**src/hw/rtl/fsda_pkg.sv**
```systemverilog
// Shared constants and types of the fixed-scale decimal arithmetic unit.
package fsda_pkg;

  localparam int unsigned MAX_SCALE = 18;

  localparam logic [2:0] KIND_ADD = 3'd0;
  localparam logic [2:0] KIND_SUB = 3'd1;
  localparam logic [2:0] KIND_MUL = 3'd2;
  localparam logic [2:0] KIND_DIV = 3'd3;
  localparam logic [2:0] KIND_CMP = 3'd4;
  localparam logic [2:0] KIND_NEG = 3'd5;

  localparam logic [2:0] ST_OK      = 3'd0;
  localparam logic [2:0] ST_OVF     = 3'd1;
  localparam logic [2:0] ST_SCALE   = 3'd2;
  localparam logic [2:0] ST_DIVZERO = 3'd3;
  localparam logic [2:0] ST_INEXACT = 3'd4;

  localparam logic [1:0] ORD_LESS    = 2'd0;
  localparam logic [1:0] ORD_EQUAL   = 2'd1;
  localparam logic [1:0] ORD_GREATER = 2'd2;

  // Largest magnitude that can still be multiplied by ten without overflow.
  localparam logic [63:0] LIM_TIMES10 = 64'd922337203685477580;
  localparam logic [63:0] MAG_MIN     = 64'h8000_0000_0000_0000;
  localparam logic [63:0] MAG_MAXPOS  = 64'h7FFF_FFFF_FFFF_FFFF;

  typedef struct packed {
    logic done;
    logic exact;
  } div_stat_t;

endpackage

```
**src/hw/rtl/fixed_scale_decimal_alu.sv**
```systemverilog
// Top level of the fixed-scale decimal arithmetic unit.
// One beat in gives one beat out; the unit works on one item at a time and holds
// in_stall_o high until its result beat has been taken. Add, subtract and compare
// align their scales one decimal place at a time; multiply runs a bit-serial
// shift-add loop; negate needs no loop. Every division, whether a divide trial or
// the removal of one trailing zero, uses the shared bit-serial divider. A divide
// costs up to nineteen trials; a trial whose alignment overflows is dropped before
// it reaches the divider. Each check for a trailing zero runs the divider,
// including the last one that finds none while the scale is still above zero.
module fixed_scale_decimal_alu
  import fsda_pkg::*;
(
  input  logic        clk_i,
  input  logic        rst_ni,
  input  logic        in_valid_i,
  output logic        in_stall_o,
  input  logic [2:0]  kind_i,
  input  logic [63:0] a_coefficient_i,
  input  logic [4:0]  a_scale_i,
  input  logic [63:0] b_coefficient_i,
  input  logic [4:0]  b_scale_i,
  output logic        out_valid_o,
  input  logic        out_stall_i,
  output logic [63:0] result_coefficient_o,
  output logic [4:0]  result_scale_o,
  output logic [1:0]  order_o,
  output logic [2:0]  status_o
);

  localparam logic [3:0] S_IDLE   = 4'd0;
  localparam logic [3:0] S_DEC    = 4'd1;
  localparam logic [3:0] S_ALIGN  = 4'd2;
  localparam logic [3:0] S_ADD    = 4'd3;
  localparam logic [3:0] S_MUL    = 4'd4;
  localparam logic [3:0] S_MULCHK = 4'd5;
  localparam logic [3:0] S_TRIAL  = 4'd6;
  localparam logic [3:0] S_DSCALE = 4'd7;
  localparam logic [3:0] S_DWAIT  = 4'd8;
  localparam logic [3:0] S_STRIP  = 4'd9;
  localparam logic [3:0] S_SWAIT  = 4'd10;
  localparam logic [3:0] S_CSCALE = 4'd11;
  localparam logic [3:0] S_CCMP   = 4'd12;
  localparam logic [3:0] S_OUT    = 4'd13;

  localparam logic [4:0] MAX_S = 5'(MAX_SCALE);

  logic [3:0]   state_q, state_d;
  logic [2:0]   kind_q, kind_d;
  logic [63:0]  ac_q, ac_d, bc_q, bc_d;
  logic [4:0]   as_q, as_d, bs_q, bs_d;
  logic [63:0]  ma_q, ma_d, mb_q, mb_d;
  logic         sb_q, sb_d;
  logic         sel_a_q, sel_a_d;
  logic [6:0]   cnt_q, cnt_d;
  logic [4:0]   s_q, s_d;
  logic [63:0]  p_q, p_d, q_q, q_d;
  logic [127:0] w_q, w_d;
  logic [63:0]  rm_q, rm_d;
  logic         rn_q, rn_d;
  logic [4:0]   rs_q, rs_d;
  logic [1:0]   order_q, order_d;
  logic [2:0]   st_q, st_d;

  logic [63:0]  mag_a, mag_b, tgt, tgt10;
  logic         tgt_ovf, minneg1, div_start;
  logic [63:0]  div_num, div_den, div_quot;
  div_stat_t    div_stat;
  logic [64:0]  sum65, msum;
  logic [63:0]  addend;
  logic [6:0]   e;
  logic [127:0] lhs, rhs;
  logic         lt, gt;

  assign mag_a   = ac_q[63] ? 64'(~ac_q + 64'd1) : ac_q;
  assign mag_b   = bc_q[63] ? 64'(~bc_q + 64'd1) : bc_q;
  assign tgt     = sel_a_q ? ma_q : mb_q;
  assign tgt_ovf = tgt > LIM_TIMES10;
  assign tgt10   = 64'((tgt << 3) + (tgt << 1));
  assign minneg1 = ac_q[63] && (ma_q == MAG_MIN) && bc_q[63] && (mb_q == 64'd1);
  assign sum65   = {1'b0, ma_q} + {1'b0, mb_q};
  assign addend  = q_q[0] ? ma_q : 64'd0;
  assign msum    = {1'b0, p_q} + {1'b0, addend};
  assign e       = {2'b0, bs_q} + {2'b0, s_q} - {2'b0, as_q};
  assign lhs     = sel_a_q ? w_q : {64'd0, ma_q};
  assign rhs     = sel_a_q ? {64'd0, mb_q} : w_q;
  assign lt      = lhs < rhs;
  assign gt      = lhs > rhs;

  assign div_start = ((state_q == S_STRIP) && (rm_q != 64'd0) && (rs_q != 5'd0)) ||
                     ((state_q == S_DSCALE) && (cnt_q == 7'd0) && !minneg1);
  assign div_num   = (state_q == S_STRIP) ? rm_q : ma_q;
  assign div_den   = (state_q == S_STRIP) ? 64'd10 : mb_q;

  fsda_div u_div (
    .clk_i   (clk_i),
    .rst_ni  (rst_ni),
    .start_i (div_start),
    .num_i   (div_num),
    .den_i   (div_den),
    .quot_o  (div_quot),
    .stat_o  (div_stat)
  );

  always_comb begin
    state_d = state_q;
    kind_d  = kind_q;
    ac_d    = ac_q;
    bc_d    = bc_q;
    as_d    = as_q;
    bs_d    = bs_q;
    ma_d    = ma_q;
    mb_d    = mb_q;
    sb_d    = sb_q;
    sel_a_d = sel_a_q;
    cnt_d   = cnt_q;
    s_d     = s_q;
    p_d     = p_q;
    q_d     = q_q;
    w_d     = w_q;
    rm_d    = rm_q;
    rn_d    = rn_q;
    rs_d    = rs_q;
    order_d = order_q;
    st_d    = st_q;
    case (state_q)
      S_IDLE: begin
        if (in_valid_i) begin
          kind_d  = kind_i;
          ac_d    = a_coefficient_i;
          bc_d    = b_coefficient_i;
          as_d    = a_scale_i;
          bs_d    = b_scale_i;
          state_d = S_DEC;
        end
      end
      S_DEC: begin
        st_d    = ST_OK;
        order_d = ORD_EQUAL;
        rm_d    = '0;
        rn_d    = 1'b0;
        rs_d    = '0;
        ma_d    = mag_a;
        mb_d    = mag_b;
        state_d = S_OUT;
        if (kind_q <= KIND_NEG &&
            (as_q > MAX_S || (kind_q != KIND_NEG && bs_q > MAX_S))) begin
          st_d = ST_SCALE;
        end else begin
          case (kind_q)
            KIND_ADD, KIND_SUB: begin
              if (kind_q == KIND_SUB && bc_q == MAG_MIN) begin
                st_d = ST_OVF;
              end else begin
                sb_d = (kind_q == KIND_SUB) ? !bc_q[63] : bc_q[63];
                if (as_q >= bs_q) begin
                  sel_a_d = 1'b0;
                  cnt_d   = {2'b0, as_q - bs_q};
                  rs_d    = as_q;
                end else begin
                  sel_a_d = 1'b1;
                  cnt_d   = {2'b0, bs_q - as_q};
                  rs_d    = bs_q;
                end
                state_d = S_ALIGN;
              end
            end
            KIND_MUL: begin
              if (({1'b0, as_q} + {1'b0, bs_q}) > {1'b0, MAX_S}) begin
                st_d = ST_SCALE;
              end else begin
                p_d     = '0;
                q_d     = mag_b;
                cnt_d   = 7'd64;
                state_d = S_MUL;
              end
            end
            KIND_DIV: begin
              if (mag_b == 64'd0) begin
                st_d = ST_DIVZERO;
              end else begin
                s_d     = '0;
                state_d = S_TRIAL;
              end
            end
            KIND_CMP: begin
              if (ac_q[63] && !bc_q[63]) begin
                order_d = ORD_LESS;
              end else if (!ac_q[63] && bc_q[63]) begin
                order_d = ORD_GREATER;
              end else begin
                sel_a_d = as_q < bs_q;
                w_d     = {64'd0, (as_q < bs_q) ? mag_a : mag_b};
                cnt_d   = {2'b0, (as_q < bs_q) ? bs_q - as_q : as_q - bs_q};
                state_d = S_CSCALE;
              end
            end
            KIND_NEG: begin
              if (ac_q == MAG_MIN) begin
                st_d = ST_OVF;
              end else begin
                rn_d = !ac_q[63];
                rm_d = mag_a;
                rs_d = as_q;
              end
            end
            default: begin
            end
          endcase
        end
      end
      S_ALIGN: begin
        if (cnt_q == 7'd0) begin
          state_d = S_ADD;
        end else if (tgt_ovf) begin
          st_d    = ST_OVF;
          state_d = S_OUT;
        end else begin
          if (sel_a_q) begin
            ma_d = tgt10;
          end else begin
            mb_d = tgt10;
          end
          cnt_d = cnt_q - 7'd1;
        end
      end
      S_ADD: begin
        state_d = S_STRIP;
        if (ac_q[63] == sb_q) begin
          rm_d = sum65[63:0];
          rn_d = sb_q;
          if (sb_q ? (sum65 > {1'b0, MAG_MIN}) : (sum65 > {1'b0, MAG_MAXPOS})) begin
            st_d    = ST_OVF;
            state_d = S_OUT;
          end
        end else if (ma_q >= mb_q) begin
          rm_d = ma_q - mb_q;
          rn_d = ac_q[63];
        end else begin
          rm_d = mb_q - ma_q;
          rn_d = sb_q;
        end
      end
      S_MUL: begin
        p_d   = msum[64:1];
        q_d   = {msum[0], q_q[63:1]};
        cnt_d = cnt_q - 7'd1;
        if (cnt_q == 7'd1) begin
          state_d = S_MULCHK;
        end
      end
      S_MULCHK: begin
        rn_d    = ac_q[63] ^ bc_q[63];
        rm_d    = q_q;
        rs_d    = 5'(as_q + bs_q);
        state_d = S_STRIP;
        if (p_q != 64'd0 || q_q > ((ac_q[63] ^ bc_q[63]) ? MAG_MIN : MAG_MAXPOS)) begin
          st_d    = ST_OVF;
          state_d = S_OUT;
        end
      end
      S_TRIAL: begin
        if (s_q > MAX_S) begin
          st_d    = ST_INEXACT;
          state_d = S_OUT;
        end else begin
          ma_d    = mag_a;
          mb_d    = mag_b;
          sel_a_d = !e[6];
          cnt_d   = e[6] ? 7'(-e) : e;
          state_d = S_DSCALE;
        end
      end
      S_DSCALE: begin
        if (cnt_q == 7'd0) begin
          if (minneg1) begin
            s_d     = s_q + 5'd1;
            state_d = S_TRIAL;
          end else begin
            state_d = S_DWAIT;
          end
        end else if (tgt_ovf) begin
          s_d     = s_q + 5'd1;
          state_d = S_TRIAL;
        end else begin
          if (sel_a_q) begin
            ma_d = tgt10;
          end else begin
            mb_d = tgt10;
          end
          cnt_d = cnt_q - 7'd1;
        end
      end
      S_DWAIT: begin
        if (div_stat.done) begin
          if (div_stat.exact) begin
            rm_d    = div_quot;
            rn_d    = ac_q[63] ^ bc_q[63];
            rs_d    = s_q;
            state_d = S_STRIP;
          end else begin
            s_d     = s_q + 5'd1;
            state_d = S_TRIAL;
          end
        end
      end
      S_STRIP: begin
        if (rm_q == 64'd0) begin
          rs_d    = '0;
          state_d = S_OUT;
        end else if (rs_q == 5'd0) begin
          state_d = S_OUT;
        end else begin
          state_d = S_SWAIT;
        end
      end
      S_SWAIT: begin
        if (div_stat.done) begin
          if (div_stat.exact) begin
            rm_d    = div_quot;
            rs_d    = rs_q - 5'd1;
            state_d = S_STRIP;
          end else begin
            state_d = S_OUT;
          end
        end
      end
      S_CSCALE: begin
        if (cnt_q == 7'd0) begin
          state_d = S_CCMP;
        end else begin
          w_d   = 128'((w_q << 3) + (w_q << 1));
          cnt_d = cnt_q - 7'd1;
        end
      end
      S_CCMP: begin
        // Both operands share a sign here; for negatives the larger magnitude is smaller.
        if (ac_q[63] ? gt : lt) begin
          order_d = ORD_LESS;
        end else if (ac_q[63] ? lt : gt) begin
          order_d = ORD_GREATER;
        end else begin
          order_d = ORD_EQUAL;
        end
        state_d = S_OUT;
      end
      S_OUT: begin
        if (!out_stall_i) begin
          state_d = S_IDLE;
        end
      end
      default: begin
        state_d = S_IDLE;
      end
    endcase
  end

  always_ff @(posedge clk_i or negedge rst_ni) begin
    if (!rst_ni) begin
      state_q <= S_IDLE;
    end else begin
      state_q <= state_d;
    end
  end

  always_ff @(posedge clk_i) begin
    kind_q  <= kind_d;
    ac_q    <= ac_d;
    bc_q    <= bc_d;
    as_q    <= as_d;
    bs_q    <= bs_d;
    ma_q    <= ma_d;
    mb_q    <= mb_d;
    sb_q    <= sb_d;
    sel_a_q <= sel_a_d;
    cnt_q   <= cnt_d;
    s_q     <= s_d;
    p_q     <= p_d;
    q_q     <= q_d;
    w_q     <= w_d;
    rm_q    <= rm_d;
    rn_q    <= rn_d;
    rs_q    <= rs_d;
    order_q <= order_d;
    st_q    <= st_d;
  end

  assign in_stall_o           = (state_q != S_IDLE);
  assign out_valid_o          = (state_q == S_OUT);
  assign status_o             = st_q;
  assign result_coefficient_o = (st_q != ST_OK) ? 64'd0 :
                                (rn_q ? 64'(~rm_q + 64'd1) : rm_q);
  assign result_scale_o       = (st_q != ST_OK) ? 5'd0 : rs_q;
  assign order_o              = (st_q != ST_OK) ? ORD_EQUAL : order_q;

  a_fail_clears: assert property (@(posedge clk_i) disable iff (!rst_ni)
    out_valid_o && status_o != ST_OK |-> result_coefficient_o == 64'd0 &&
    result_scale_o == 5'd0 && order_o == ORD_EQUAL)
    else $error("failed result beat carries a value");

  a_no_overlap: assert property (@(posedge clk_i) disable iff (!rst_ni)
    !in_stall_o |-> !out_valid_o)
    else $error("input taken while a result beat is pending");

  a_scale_range: assert property (@(posedge clk_i) disable iff (!rst_ni)
    out_valid_o |-> result_scale_o <= MAX_S)
    else $error("result scale above limit");

  a_one_beat: assert property (@(posedge clk_i) disable iff (!rst_ni)
    out_valid_o && !out_stall_i |=> !out_valid_o)
    else $error("result beat repeated");

endmodule

```
**src/hw/rtl/fsda_div.sv**
```systemverilog
// Bit-serial restoring divider for unsigned 64-bit magnitudes.
module fsda_div
  import fsda_pkg::*;
(
  input  logic        clk_i,
  input  logic        rst_ni,
  input  logic        start_i,
  input  logic [63:0] num_i,
  input  logic [63:0] den_i,
  output logic [63:0] quot_o,
  output div_stat_t   stat_o
);

  logic [63:0] rem_q, rem_d;
  logic [63:0] quo_q, quo_d;
  logic [63:0] den_q, den_d;
  logic [6:0]  cnt_q, cnt_d;
  logic        busy_q, busy_d;
  logic        done_q, done_d;
  logic [64:0] trial;
  logic        ge;

  assign trial = {rem_q, quo_q[63]};
  assign ge    = trial >= {1'b0, den_q};

  always_comb begin
    rem_d  = rem_q;
    quo_d  = quo_q;
    den_d  = den_q;
    cnt_d  = cnt_q;
    busy_d = busy_q;
    done_d = 1'b0;
    if (start_i) begin
      rem_d  = '0;
      quo_d  = num_i;
      den_d  = den_i;
      cnt_d  = 7'd64;
      busy_d = 1'b1;
    end else if (busy_q) begin
      rem_d = ge ? 64'(trial - {1'b0, den_q}) : trial[63:0];
      quo_d = {quo_q[62:0], ge};
      cnt_d = cnt_q - 7'd1;
      if (cnt_q == 7'd1) begin
        busy_d = 1'b0;
        done_d = 1'b1;
      end
    end
  end

  always_ff @(posedge clk_i or negedge rst_ni) begin
    if (!rst_ni) begin
      busy_q <= 1'b0;
      done_q <= 1'b0;
      cnt_q  <= '0;
    end else begin
      busy_q <= busy_d;
      done_q <= done_d;
      cnt_q  <= cnt_d;
    end
  end

  always_ff @(posedge clk_i) begin
    rem_q <= rem_d;
    quo_q <= quo_d;
    den_q <= den_d;
  end

  assign quot_o       = quo_q;
  assign stat_o.done  = done_q;
  assign stat_o.exact = (rem_q == 64'd0);

endmodule
```
**config.mk**
```make
export PLATFORM = sky130hd
export DESIGN_NAME = fixed_scale_decimal_alu
export DESIGN_NICKNAME = d
export VERILOG_FILES = /design/src/hw/rtl/fsda_pkg.sv /design/src/hw/rtl/fixed_scale_decimal_alu.sv /design/src/hw/rtl/fsda_div.sv
export SDC_FILE = /design/constraint.sdc
export NUM_CORES = 2
export LEC_CHECK = 0
export ABC_AREA = 1
export BUFFER_PORTS_ARGS = -buffer_cell sky130_fd_sc_hd__buf_2
export CORE_MARGIN = 1.5
export CORE_UTILIZATION = 35
export CTS_CLUSTER_SIZE = 25
export DETAILED_ROUTE_END_ITERATION = 10
export GPL_TIMING_DRIVEN = 0
export PLACE_DENSITY = 0.5
export REMOVE_ABC_BUFFERS = 1
export SYNTH_ARGS = -nofsm -noshare
export SYNTH_HDL_FRONTEND = slang
export SYNTH_SLANG_ARGS = --single-unit
```
**constraint.sdc**
```tcl
create_clock -name clk_i -period 23.1 [get_ports clk_i]
set_input_delay 4.62 -clock clk_i [delete_from_list [all_inputs] [get_ports clk_i]]
set_output_delay 4.62 -clock clk_i [all_outputs]
set_load 0.005 [all_outputs]
```
# == Word-level counts from Yosys, hierarchy flattened ==
# Cells that the tools add are included.
# op_classes
magnitude_cmp,15
reduce_logical,60
muxes,157
n_bitwise,6
addsub,21
n_eq_ne,67
# ops
operator,count
$mux W64,33
$mux W128,7
$pmux W64 S3,2
$pmux W128 S2,1
$pmux W64 S2,2
$pmux W64 S4,1
$add A64 B1 Y64 const B,3
$eq A64 B64 Y1 const B,3
$logic_not A64 Y1,3
$not A64 Y64,3
$sub A64 B64 Y64,3
$add A64 B64 Y65,2
$add A128 B128 Y128,1
$gt A128 B128 Y1,1
$lt A128 B128 Y1,1
$reduce_bool A64 Y1,2
$mux W5,20
$mux W7,12
$mux W4,17
$ge A65 B64 Y1,1
$gt A65 B63 Y1 const B,1
$gt A65 B64 Y1 const B,1
$add A64 B64 Y64,1
$eq A64 B1 Y1 const B,1
other kinds (68),204
# totals
reg_bits,819
inputBits,145
word_cells,352
out_inout_bits,76

# == Logic depth before layout (Yosys ltp) ==
# logic_depth
depth_word,9
mapped_depth,28
ltp_nobuf,27

# == Modules after synthesis ==
# Synthesis repeated with hierarchy kept, for this count alone.
# unflattened
hier_cells,13558
area_unflattened_um2,86945.9
# by_module_without_submodules
module,area_each_um2,seq_area_each_um2,instances,cells_each
fixed_scale_decimal_alu,72410.7,18537.8,1,11353
fsda_div,14535.2,5350.1,1,2205

# == Worst setup path before layout ==
# No wires, ideal clock.
# synth_path
path_type,reg2reg
startpoint,reg state_q[0]
endpoint,"reg w_q[0], enable pin"
required_time_ps,22295
setup_time_ps,805
slack_ps,11440
synth_period_minus_slack_ps,11660
path_buffers,2
arrival_ps,10856
path_stages_with_launch,11
path_cell_list,dfrtp_1 buf_2 inv_1 nor2_1 inv_1 nor2_1 inv_1 clkbuf_1 o21ai_0 nand2_1 a211oi_1
# synth_via
elab_chain_cells,3
elab_cells_between_ends,9
classes_between,eq/ne: 7; reduce/logical: 2
# synth_lines
item,line_no,source
"start, declared",fixed_scale_decimal_alu.sv:47,"logic [3:0] state_q, state_d;"
"start signal, assigned",fixed_scale_decimal_alu.sv:361,state_q <= state_d;
$eq A4 B1 Y1 / $eq A4 B4 Y1 (equally long branches),fixed_scale_decimal_alu.sv:125,case (state_q)
$ne A2 B1 Y1 (no line) (tied with other cells),n/a,
$reduce_and A6 Y1 (no line) (*),n/a,
"end signal, assigned",fixed_scale_decimal_alu.sv:379,w_q <= w_d;
"end, declared",fixed_scale_decimal_alu.sv:57,"logic [127:0] w_q, w_d;"
# Every way passes the cells marked *; elsewhere a longest branch is shown, timed or not.
# A chain may end at the register's enable or synchronous reset.

# == Final worst setup path ==
# layout_path
startpoint,reg rm_q[0]
endpoint,out result_coefficient_o[52]
# layout_via
elab_chain_cells,4
# layout_lines
item,line_no,source
"start, declared",fixed_scale_decimal_alu.sv:58,"logic [63:0] rm_q, rm_d;"
"start signal, assigned",fixed_scale_decimal_alu.sv:380,rm_q <= rm_d;
$not A64 Y64,fixed_scale_decimal_alu.sv:391,(rn_q ? 64'(~rm_q + 64'd1) : rm_q);
$add A64 B1 Y64,fixed_scale_decimal_alu.sv:391,
$mux W64,fixed_scale_decimal_alu.sv:391,
$mux W64,fixed_scale_decimal_alu.sv:390,assign result_coefficient_o = (st_q != ST_OK) ? 64'd0 :
"end, declared",fixed_scale_decimal_alu.sv:24,"output logic [63:0] result_coefficient_o,"
# No other way between the ends.

==> flow_summary_export.csv <==
group,metric,value,unit
detailed_routing,drt-total-wl,477,mm
global_route,grt.total_usage,0.376,
yosys,ys_ff_latch,819,
timing,fmax,0.104,GHz
yosys,synth_fa_ha_area_frac,0.101,
setup_path,path_max_fanout,4,
power,p_leak,41.6,nW
yosys,netlist_area,85000,um^2
yosys,synthFlopType,"edfxtp_1",
setup_path,crit_path_cell_trace,"inv_1, ha_1, nand2_1, nor2_2, nand3_2, inv_1, nand2_1, nor2_1, nand3_1, nor3_1, nand3_1, o21ai_0, o21ai_0, a21oi_1, o21ai_0, a21oi_1, buf_2",
setup_path,reg2reg_slack,15.55,ns
detailed_routing,wire_per_inst,29.3,um
global_route,grt_pass1_wl,655,mm
timing,worst_pin_slew,1.77,ns
setup_path,crit_slowest_cell,"o21ai_0",
detailed_routing,via_per_inst,5.70,
placement,place.gp.congestion,1.03,
yosys,ys_seq_area_frac,0.281,
placement,dp_worst_setup_slack,14.43,ns
setup_path,cp-startpoint,"rm_q[0]",
setup_path,critPathMostFrequentCell,"o21ai_0",
die,chipHeight,496,um
cells_and_area,fillers,26300,
cells_and_area,drive_gt1_frac,0.0516,
cells_and_area,syn_to_final_growth,11.5,%
cts,ctsLongestPathBuffers,3,
setup_path,cp.arrival,4.99,ns
die,io_pins,221,
cells_and_area,multi_input_area,52500,um^2
cts,hold_buffers,0,
setup_path,rr_worst_depth,16,
setup_path,critPathCapture,"result_coefficient_o[52]",
global_route,grt_pass1_vias,88100,
timing,period_minus_slack,9.61,ns
yosys,synth_compound_area_frac,0.200,
yosys,ys_warn_count,0,
placement,dpl.hpwl,405,mm
cts,clock-sinks,819,
setup_path,critPathCaptureType,"primary output",
cells_and_area,nets,13800,
timing,hold_viol,0,
setup_path,r2r-end,"status_o[2]",
yosys,synth_top_family_by_area,"simple AND/OR/NAND/NOR gates",
timing,hold_ws,0.480,ns
cells_and_area,final_cell_mix,"nand2_1, inv_1, nor2_1, a21oi_1, o21ai_0",
cts,cts-resized-gates,0,
detailed_routing,ant_nets,0,
cts,clk_pin_slew,0.06,ns
detailed_routing,via_count,92700,
die,core_region_area,241000,um^2
timing,rsz0062_at_grt,"no",
global_route,overflow,0,
cts,cts_root_buf,"clkbuf_16",
yosys,syn_inst,12900,
timing,finClkSkew,0.0806,ns
timing,finalCritPeriodShare,0.416,
cts,post-cts-setup-buffers,0,
timing,slew_viol_final,13,
timing,setup_ws,13.49,ns
yosys,async_flop_share,0.0159,
global_route,antenna_found_initial,50,
min_path,hold_path_depth,2,
cells_and_area,layout.area.seq,23900,um^2
setup_path,cpPeakStageDelay,0.67,ns
cts,clk-insertion-delay-late,0.83,ns
setup_path,r2r-start,"ac_q[63]",
power,ir_drop,0.0000950,V
global_route,grt_max_degree,75,
yosys,synth_edf_count,742,
setup_path,crit_required,18.48,ns
die,die_area,246000,um^2
die,initial_utilization,0.353,
detailed_routing,first_iter_violations,10700,
cells_and_area,final_common_cell,"nand2_1",
min_path,hold_class,"register to register",
setup_path,cp-start-kind,"register",
detailed_routing,drc,0,
yosys,synth_cell_types,80,
cts,cts_inserted_buffers,107,
placement,placement.io_buffers,220,
run_status,violations,"max-capacitance violations, max-slew violations",
cts,cts_tree,"yes",
cts,h-tree-depth,3,
setup_path,worstSetupPathType,"register to primary output",
yosys,synth_xor_area_frac,0.0358,
detailed_routing,firstDrtPassIters,9,
yosys,muxShareOfSynthArea,0,
die,fp-row-count,180,
run,cap_viol_max_count,4,
power,power_density,181,nW/um^2
die,dieWidth,496,um
run_status,outcome,"complete, but fails checks",
yosys,syn_area_per_cell,6.61,um^2
timing,setup_viol,0,
yosys,synthSimpleGateAreaFrac,0.278,
timing,maxSlewHeadroom,-0.189,
==> state kept, by name, indices dropped and copies added, names as in the netlist, 7 cells and up <==
name and count:
ac_q 64, bc_q 64, cnt_q 7, ma_q 64
mb_q 64, p_q 64, q_q 64, rm_q 64
u_div.cnt_q 7, u_div.den_q 64, u_div.quot_o 64, u_div.rem_q 64
w_q 128
==> per-stage QoR <==
step | cell area, um^2 | setup TNS (ns) | std cells | power (mW) | utilization
after floorplan | 83500 | 0 | 12500 | 10.0 | -
after global placement | 88600 | -1226.23 | 15900 | 14.9 | 0.368
after detailed placement | 91000 | 0 | 16000 | 14.9 | 0.377
after CTS | 94700 | 0 | 16200 | 16.8 | 0.393
after global routing | 94800 | 0 | 16300 | 18.2 | 0.393
final | 94800 | 0 | 16300 | 17.2 | 0.394
==> worst min-delay path by stage <==
stage | start | endpoint | slack, ns
finish | u_div.rem_q[44] | u_div.rem_q[44] | 0.48
floorplan | u_div.rem_q[44] | u_div.rem_q[44] | 0.45
global route | u_div.rem_q[44] | u_div.rem_q[44] | 0.50
global placement | u_div.rem_q[44] | u_div.rem_q[44] | 0.47
CTS | u_div.rem_q[44] | u_div.rem_q[44] | 0.48
detailed placement | u_div.rem_q[44] | u_div.rem_q[44] | 0.46
==> cells in the mapped netlist (15+ instances only) <==
cell type,count,area (um^2)
nand2_1,3005,11300
inv_1,1918,7200
nor2_1,1565,5870
a21oi_1,1181,5910
o21ai_0,1088,5450
edfxtp_1,742,22300
ha_1,665,8320
nand3_1,471,2360
xor2_1,248,2170
clkbuf_1,195,732
nand4_1,179,1120
nor3_1,170,851
nor4_1,160,1000
a31oi_1,128,801
o211ai_1,115,863
o21a_1,106,796
xnor2_1,100,876
buf_2,87,435
o21ai_1,80,400
o21bai_1,67,503
dfxtp_1,64,1280
a21o_1,62,465
nand3b_1,34,255
or2_2,26,163
o22ai_1,25,156
a211oi_1,24,180
a21boi_0,23,173
buf_1,23,86.3
nor2_2,22,138
o221ai_1,21,184
o31ai_1,20,150
o2111ai_1,19,166
buf_4,18,135
fa_1,15,300
==> critical path, delay by kind of cell, from the launching register on <==
kind	cells	cell delay (ns)
AO/OA/AOI/OAI	5	1.80
AND/OR/NAND/NOR	8	1.38
flip-flops	1	0.40
buffers and inverters	3	0.39
adder cells (fa/ha/maj)	1	0.18
==> logic make-up (layout without fill, tap and decap cells) <==
kind of cell | after synthesis | in the layout
buffers and inverters | 2273 | 2464
adder cells (fa/ha/maj) | 680 | 680
flip-flops | 819 | 819
AO/OA/AOI/OAI | 3048 | 3048
XOR/XNOR | 348 | 348
other | 0 | 33
AND/OR/NAND/NOR | 5704 | 5704
==> metal layers <==
metal / track usage / part of all wire / routed length [um] / up-vias
li1: - / - / - / 43300
met1: 0.490 / 0.42 / 201000 / 44800
met2: 0.582 / 0.43 / 206000 / 3839
met3: 0.0602 / 0.074 / 35400 / 761
met4: 0.231 / 0.071 / 33900 / 18
met5: 0 / 0.00025 / 118 / -
==> report_power, final <==
group          switching (mW)  leakage, nW  internal, mW
Combinational            8.59         32.1          3.37
Clock                   0.806         1.82          1.06
Sequential              0.944         7.64          2.40
==> cell type report <==
class,count,share of cell area
multi-input cells,9780,0.554
well taps,3185,0.0420
diodes,33,0.000871
inverters,1936,0.0768
clock inverters,76,0.0102
repair buffers,327,0.0344
flip-flops and latches,819,0.252
clock buffers,125,0.0297
(Power assumes the default switching activity.)
